[config.mk]
export PLATFORM = sky130hd
export DESIGN_NAME = lcer_ctrl
export DESIGN_NICKNAME = d
export VERILOG_FILES = /design/src/rtl/lcer_pkg.sv /design/src/rtl/lcer_ctrl.sv
export SDC_FILE = /design/constraint.sdc
export NUM_CORES = 1
export LEC_CHECK = 0
export BUFFER_PORTS_ARGS = -buffer_cell sky130_fd_sc_hd__buf_2
export CAP_MARGIN = 20
export CORE_AREA = 2 2 39 41
export DETAILED_ROUTE_END_ITERATION = 10
export DIE_AREA = 0 0 41 43
export PLACE_DENSITY = 0.43
export SLEW_MARGIN = 20
export SYNTH_ARGS = -nofsm -noshare
export SYNTH_HDL_FRONTEND = slang
export SYNTH_SLANG_ARGS = --single-unit
[constraint.sdc]
create_clock -name clk -period 1.1 [get_ports clk]
set_input_delay 0.22 -clock clk [delete_from_list [all_inputs] [get_ports clk]]
set_output_delay 0.22 -clock clk [all_outputs]
set_load 0.05 [all_outputs]
[src/rtl/lcer_pkg.sv]
package lcer_pkg;

    // Field widths
    localparam int COORD_W = 10;
    localparam int ERR_W   = 12;
    localparam int COL_W   = 11;

    // Default store depth
    localparam int COLUMNS_DEF = 1024;

    // Marks an empty last-column register
    localparam logic [COL_W-1:0] NO_COLUMN = '1;

    // Request kinds
    localparam logic REQ_DRAW = 1'b0;
    localparam logic REQ_READ = 1'b1;

    // Reply kinds
    localparam logic REPLY_ACK  = 1'b0;
    localparam logic REPLY_READ = 1'b1;

    // Controller to datapath commands
    typedef struct packed {
        logic load_draw;   // latch line end points, init walk
        logic load_read;   // launch column store read
        logic step;        // plot current point and advance
        logic load_out;    // capture reply into output register
    } lcer_cmd_t;

    // Datapath to controller status
    typedef struct packed {
        logic at_end;      // walk position equals line end point
    } lcer_sts_t;

endpackage

[src/rtl/lcer_ctrl.sv]
module lcer_ctrl (
    input  logic                clk,
    input  logic                rst_n,
    input  logic                in_valid,
    input  logic                in_type,
    output logic                in_ready,
    output logic                out_valid,
    input  logic                out_ready,
    output lcer_pkg::lcer_cmd_t cmd,
    input  lcer_pkg::lcer_sts_t sts
);
    import lcer_pkg::*;

    typedef enum logic [2:0] {
        ST_IDLE  = 3'b001,
        ST_WALK  = 3'b010,
        ST_REPLY = 3'b100
    } state_t;

    state_t state_reg, state_next;
    logic   out_valid_reg, out_valid_next;
    logic   in_fire;
    logic   slot_free;

    assign in_ready  = (state_reg == ST_IDLE);
    assign in_fire   = in_valid && in_ready;
    assign slot_free = !out_valid_reg || out_ready;
    assign out_valid = out_valid_reg;

    // Next state and commands
    always_comb
    begin
        state_next = state_reg;
        cmd        = '0;
        case (state_reg)
            ST_IDLE:
            begin
                if (in_fire)
                begin
                    if (in_type == REQ_DRAW)
                    begin
                        cmd.load_draw = 1'b1;
                        state_next    = ST_WALK;
                    end
                    else
                    begin
                        cmd.load_read = 1'b1;
                        state_next    = ST_REPLY;
                    end
                end
            end
            ST_WALK:
            begin
                cmd.step = 1'b1;
                if (sts.at_end)
                begin
                    state_next = ST_REPLY;
                end
            end
            ST_REPLY:
            begin
                if (slot_free)
                begin
                    cmd.load_out = 1'b1;
                    state_next   = ST_IDLE;
                end
            end
            default:
            begin
                state_next = ST_IDLE;
            end
        endcase
    end

    // Output register valid
    always_comb
    begin
        if (cmd.load_out)
        begin
            out_valid_next = 1'b1;
        end
        else if (out_ready)
        begin
            out_valid_next = 1'b0;
        end
        else
        begin
            out_valid_next = out_valid_reg;
        end
    end

    always_ff @(posedge clk or negedge rst_n)
    begin
        if (!rst_n)
        begin
            state_reg     <= ST_IDLE;
            out_valid_reg <= 1'b0;
        end
        else
        begin
            state_reg     <= state_next;
            out_valid_reg <= out_valid_next;
        end
    end

    // An accepted item always leaves idle
    a_accept_leaves_idle: assert property (@(posedge clk) disable iff (!rst_n)
        in_fire |=> (state_reg != ST_IDLE))
        else $error("accepted item did not start processing");

    // A new reply only comes from the reply state
    a_reply_source: assert property (@(posedge clk) disable iff (!rst_n)
        $rose(out_valid_reg) |-> $past(state_reg == ST_REPLY))
        else $error("reply raised outside reply state");

endmodule

Word-level counts from Yosys, hierarchy flattened --
Cells that the tools add are included.
Word-level totals: bits in registers 4, word-level logic and storage cells 27
Cells by class: mux-type cells 14, equality and inequality tests 6, reductions and logical operators 5
Operators with widths (count):
- 3-bit two-way mux | 4
- 3-bit one-hot mux with 3 select lines | 1
- 1-bit two-way mux | 7
- 2-bit two-way mux | 2
- 2-bit inequality test (second input constant) | 2
- 3-bit by 1-bit == test with 1-bit output (second input constant) | 1
- 3-bit by 2-bit == test with 1-bit output (second input constant) | 1
- 3-bit == test (second input constant) | 1
- 3-bit AND reduction | 1
- 2-bit by 1-bit inequality test with 1-bit output (second input constant) | 1
- 2-bit nonzero test | 1
- 1-bit logical AND | 1
- 1-bit logical NOT | 1
- 1-bit logical OR | 1

Longest topological paths before layout --
depth in word-level cells 5, mapped depth 4, depth with buffers taken out 3

Worst setup path after synthesis --
Ideal clock, no wire load.
kind reg2out, start reg state_reg[0], end out cmd[3] (netlist name), path slack -1.221 ns, data arrival time 2.101 ns, cell stages (with the launch flop) 4, path through dfstp_2 > nor3b_2 > nand2_1 > nor2_1
RTL lines:
- start, declared | RTL line lcer_ctrl.sv:20 | state_t state_reg, state_next;
- start signal, assigned | RTL line lcer_ctrl.sv:101 | state_reg <= state_next;
- end, declared | RTL line lcer_ctrl.sv:9 | output lcer_pkg::lcer_cmd_t cmd,

==> results by group <==
Placement
  • Gp weighted congestion: a little over 0.7
  • Detailed placer's ending HPWL: 465.2 um
  • I/O Buffers: 11
  • Placed Instances: 58

Job
  • Max_cap viols: 0

Clocking
  • CTS Sinks: 4
  • CTS tree: done
  • Clock Latency Late Sink: 0.24 ns
  • H-tree lvl count: 1
  • Clock root cell: clkbuf_4
  • Clock tree buffer depth: 2
  • Worst-path clk slew: 0.04 ns
  • TritonCTS Buffers: 3

Synth
  • #FFs+latches synth: 4
  • Post-Synth Simple-Gate Area: 0.2834
  • Complex-gate fraction of the synthesized area: 0.1872
  • Syn_nets: 32
  • Yosys Warn Count: 0
  • Main combinational cell family by area after synthesis: simple AND/OR/NAND/NOR gates
  • Post-synth cell types: 16
  • Adder-cell share of the synthesized area: 0
  • Post-Synth XOR/XNOR Area: 0
  • Mapped Cells: 26
  • Sequential element share of the synthesized area: 0.4332
  • Post-synthesis mux area share: 0
  • Mapped Avg Cell Area: ~9.0 um^2
  • Post-Syn Area: roughly 230 um^2

STA
  • Fmax: about 630 MHz
  • Clock skew: around 0.0085 ns
  • Post-route worst setup slack: -0.4750 ns
  • Fin. max-slew vios: 0
  • Final setup viols: 8
  • Worst-margin pin slew: about 0.22 ns
  • RSZ-0062 raised after global routing: yes
  • Fin Setup TNS: -2.429 ns
  • Period Utilization, post-route: 1.432
  • Hold_ws: 0.1898 ns
  • Slew headroom: 0.8531
  • Final worst path period need: around 1.6 ns
  • Fin. Hold Viols: 0

Layout
  • Final std cells w/o fill: slightly above 70
  • Layout Utilization: 0.4051
  • Max FFs per register: 3
  • Layout Nets: 62
  • Most frequent cells in the layout: buf_4, buf_6, buf_2
  • Area Overhead vs Synth: 139.6%
  • Layout fillers: 140
  • Most common cell after layout, fill and taps aside: buf_4
  • Layout cell share with drive strength beyond 1: 0.7455
  • N_diodes: 0

GRT
  • Largest net degree at the start of global routing: 6
  • Total GRT Usage: 0.1019
  • Global-route wire length before repair: roughly 1100 um
  • Number of global-route vias before repair: between 200 and 300
  • Gr ovfl total: 0
  • Initial antenna violation count: 0

Detailed routing
  • Starting DRT DRC Count: 6
  • DRT Wirelength: slightly above 700 um
  • Residual DRC: 0
  • DRT Pass-1 Iters: 4
  • Via count: a little over 300
  • Antenna Nets Post-Route: 0
  • Routed wire per std cell: between 9 and 10 um
  • Vias per cell: around 4.3

Die
  • Die height: 43 um
  • Die area: 0.001763 mm^2
  • Core Region: 0.001384 mm^2
  • Row count: 14
  • Die width: 41 um
  • Starting density of the core: 0.1691
  • # IOs: 12

Pwr
  • Cell-internal power: 632.5 uW
  • Lkg Pwr: between 0.2 and 0.3 nW
  • Switching power: between 300 and 400 uW
  • Sw Ratio: 0.3802
  • Pwr Density: approximately 1800 mW/mm^2
  • Worst vdd rail ir drop: 812.0 uV
  • Sequential fraction of design power: 0.211
  • Combinational Power Share: 0.593
  • Clock power share: 0.196

Critical path
  • Crit start category: register
  • CP Capture Type: output pin
  • WS Path Type: reg -> out
  • CP delay by family, top: flip-flops
  • Crit Path Max Fanout: 3
  • Worst EP required: between 0.8 and 0.9 ns
  • Slowest-stage cell, CP: dfstp_2
  • Worst Path Arrival: ~1.4 ns
  • Crit-path max cell delay: 0.52 ns
  • Buf/Inv on CP: 1
  • Crit-path cells: nor3b_4 > and3_4 > buf_8

Status
  • Outcome: finished, violations left
  • Failing checks: negative setup slack

Hold path
  • Hold Crit Class: in -> reg
power groups by stage:
stage | sequential, mW | combinational (mW) | clock [mW]
final | 0.215 | 0.606 | 0.200
after global placement | 0.212 | 0.396 | 0
after global routing | 0.220 | 0.641 | 0.226
after CTS | 0.214 | 0.528 | 0.210
after detailed placement | 0.212 | 0.393 | 0
after floorplan | 0.245 | 0.222 | 0
cells by family after synthesis:
group / after synthesis
simple gates: 10
compound gates: 7
buf+inv: 5
flops: 4
routing by layer:
metal	part of all wire	vias to the layer above	GRT usage
li1	-	146	-
met1	0.42	147	0.1144
met2	0.51	9	0.1375
met3	0.040	2	0.02094
met4	0.027	0	0.1200
met5	0	-	0
final cells by class:
class / count / area, um^2 / share of cell area
repair buffers: 26 / 237.7 / 0.4241
multi-input cells: 17 / 157.7 / 0.2812
flip-flops and latches: 4 / 103.9 / 0.1853
clock buffers: 4 / 26.28 / 0.04687
well taps: 16 / 20.02 / 0.03571
inverters: 4 / 15.01 / 0.02679
per-stage QoR:
stage	setup WS, ns	total power, mW	area, um^2
6_report	-0.4750	1.021	560.5
5_1_grt	-0.5493	1.087	560.5
4_1_cts	-0.4909	0.9513	486.7
3_5_place_dp	-0.3356	0.6047	365.4
3_3_place_gp	-0.3392	0.6073	365.4
2_1_floorplan	-0.6819	0.4668	252.7
cell usage after synthesis:
| library cell | count | area (um^2) |
|---|---|---|
| o21bai_1 | 1 | 7.510 |
| a21oi_1 | 2 | 10.01 |
| dfstp_2 | 1 | 26.28 |
| dfrtp_1 | 3 | 75.07 |
| nand3b_1 | 3 | 22.52 |
| o21ai_1 | 1 | 5.000 |
| nor2_1 | 2 | 7.510 |
| buf_4 | 1 | 7.510 |
| and3_1 | 1 | 6.260 |
| nor3_2 | 1 | 10.01 |
| o2bb2ai_1 | 1 | 8.760 |
| nand2_1 | 2 | 7.510 |
| inv_1 | 4 | 15.01 |
| o21ai_0 | 1 | 5.000 |
| nor3b_2 | 1 | 12.51 |
| o21a_1 | 1 | 7.510 |
final timing paths:
kind                              start      endpoint  slack (ns)  cells past startpoint
max in group asynchronous         rst_n  state_reg[0]        0.57                      2
min                           out_ready     out_valid        0.19                      2
max                        state_reg[0]        cmd[2]       -0.48                      3
max reg2reg                state_reg[0]  state_reg[1]       -0.37                      7
min reg2reg                   out_valid     out_valid        0.58                      2
min in group asynchronous         rst_n  state_reg[1]        0.32                      2
what timing repair did:
item                       CTS  global route
setup buffers                4             6
hold buffers                 1             0
pin swaps                    4             3
gates cloned                 0             0
setup endpoints to repair    8             7
gates resized for setup     21             8
hold endpoints to repair     4             0
No activity file was read; power rests on OpenSTA's default activity.
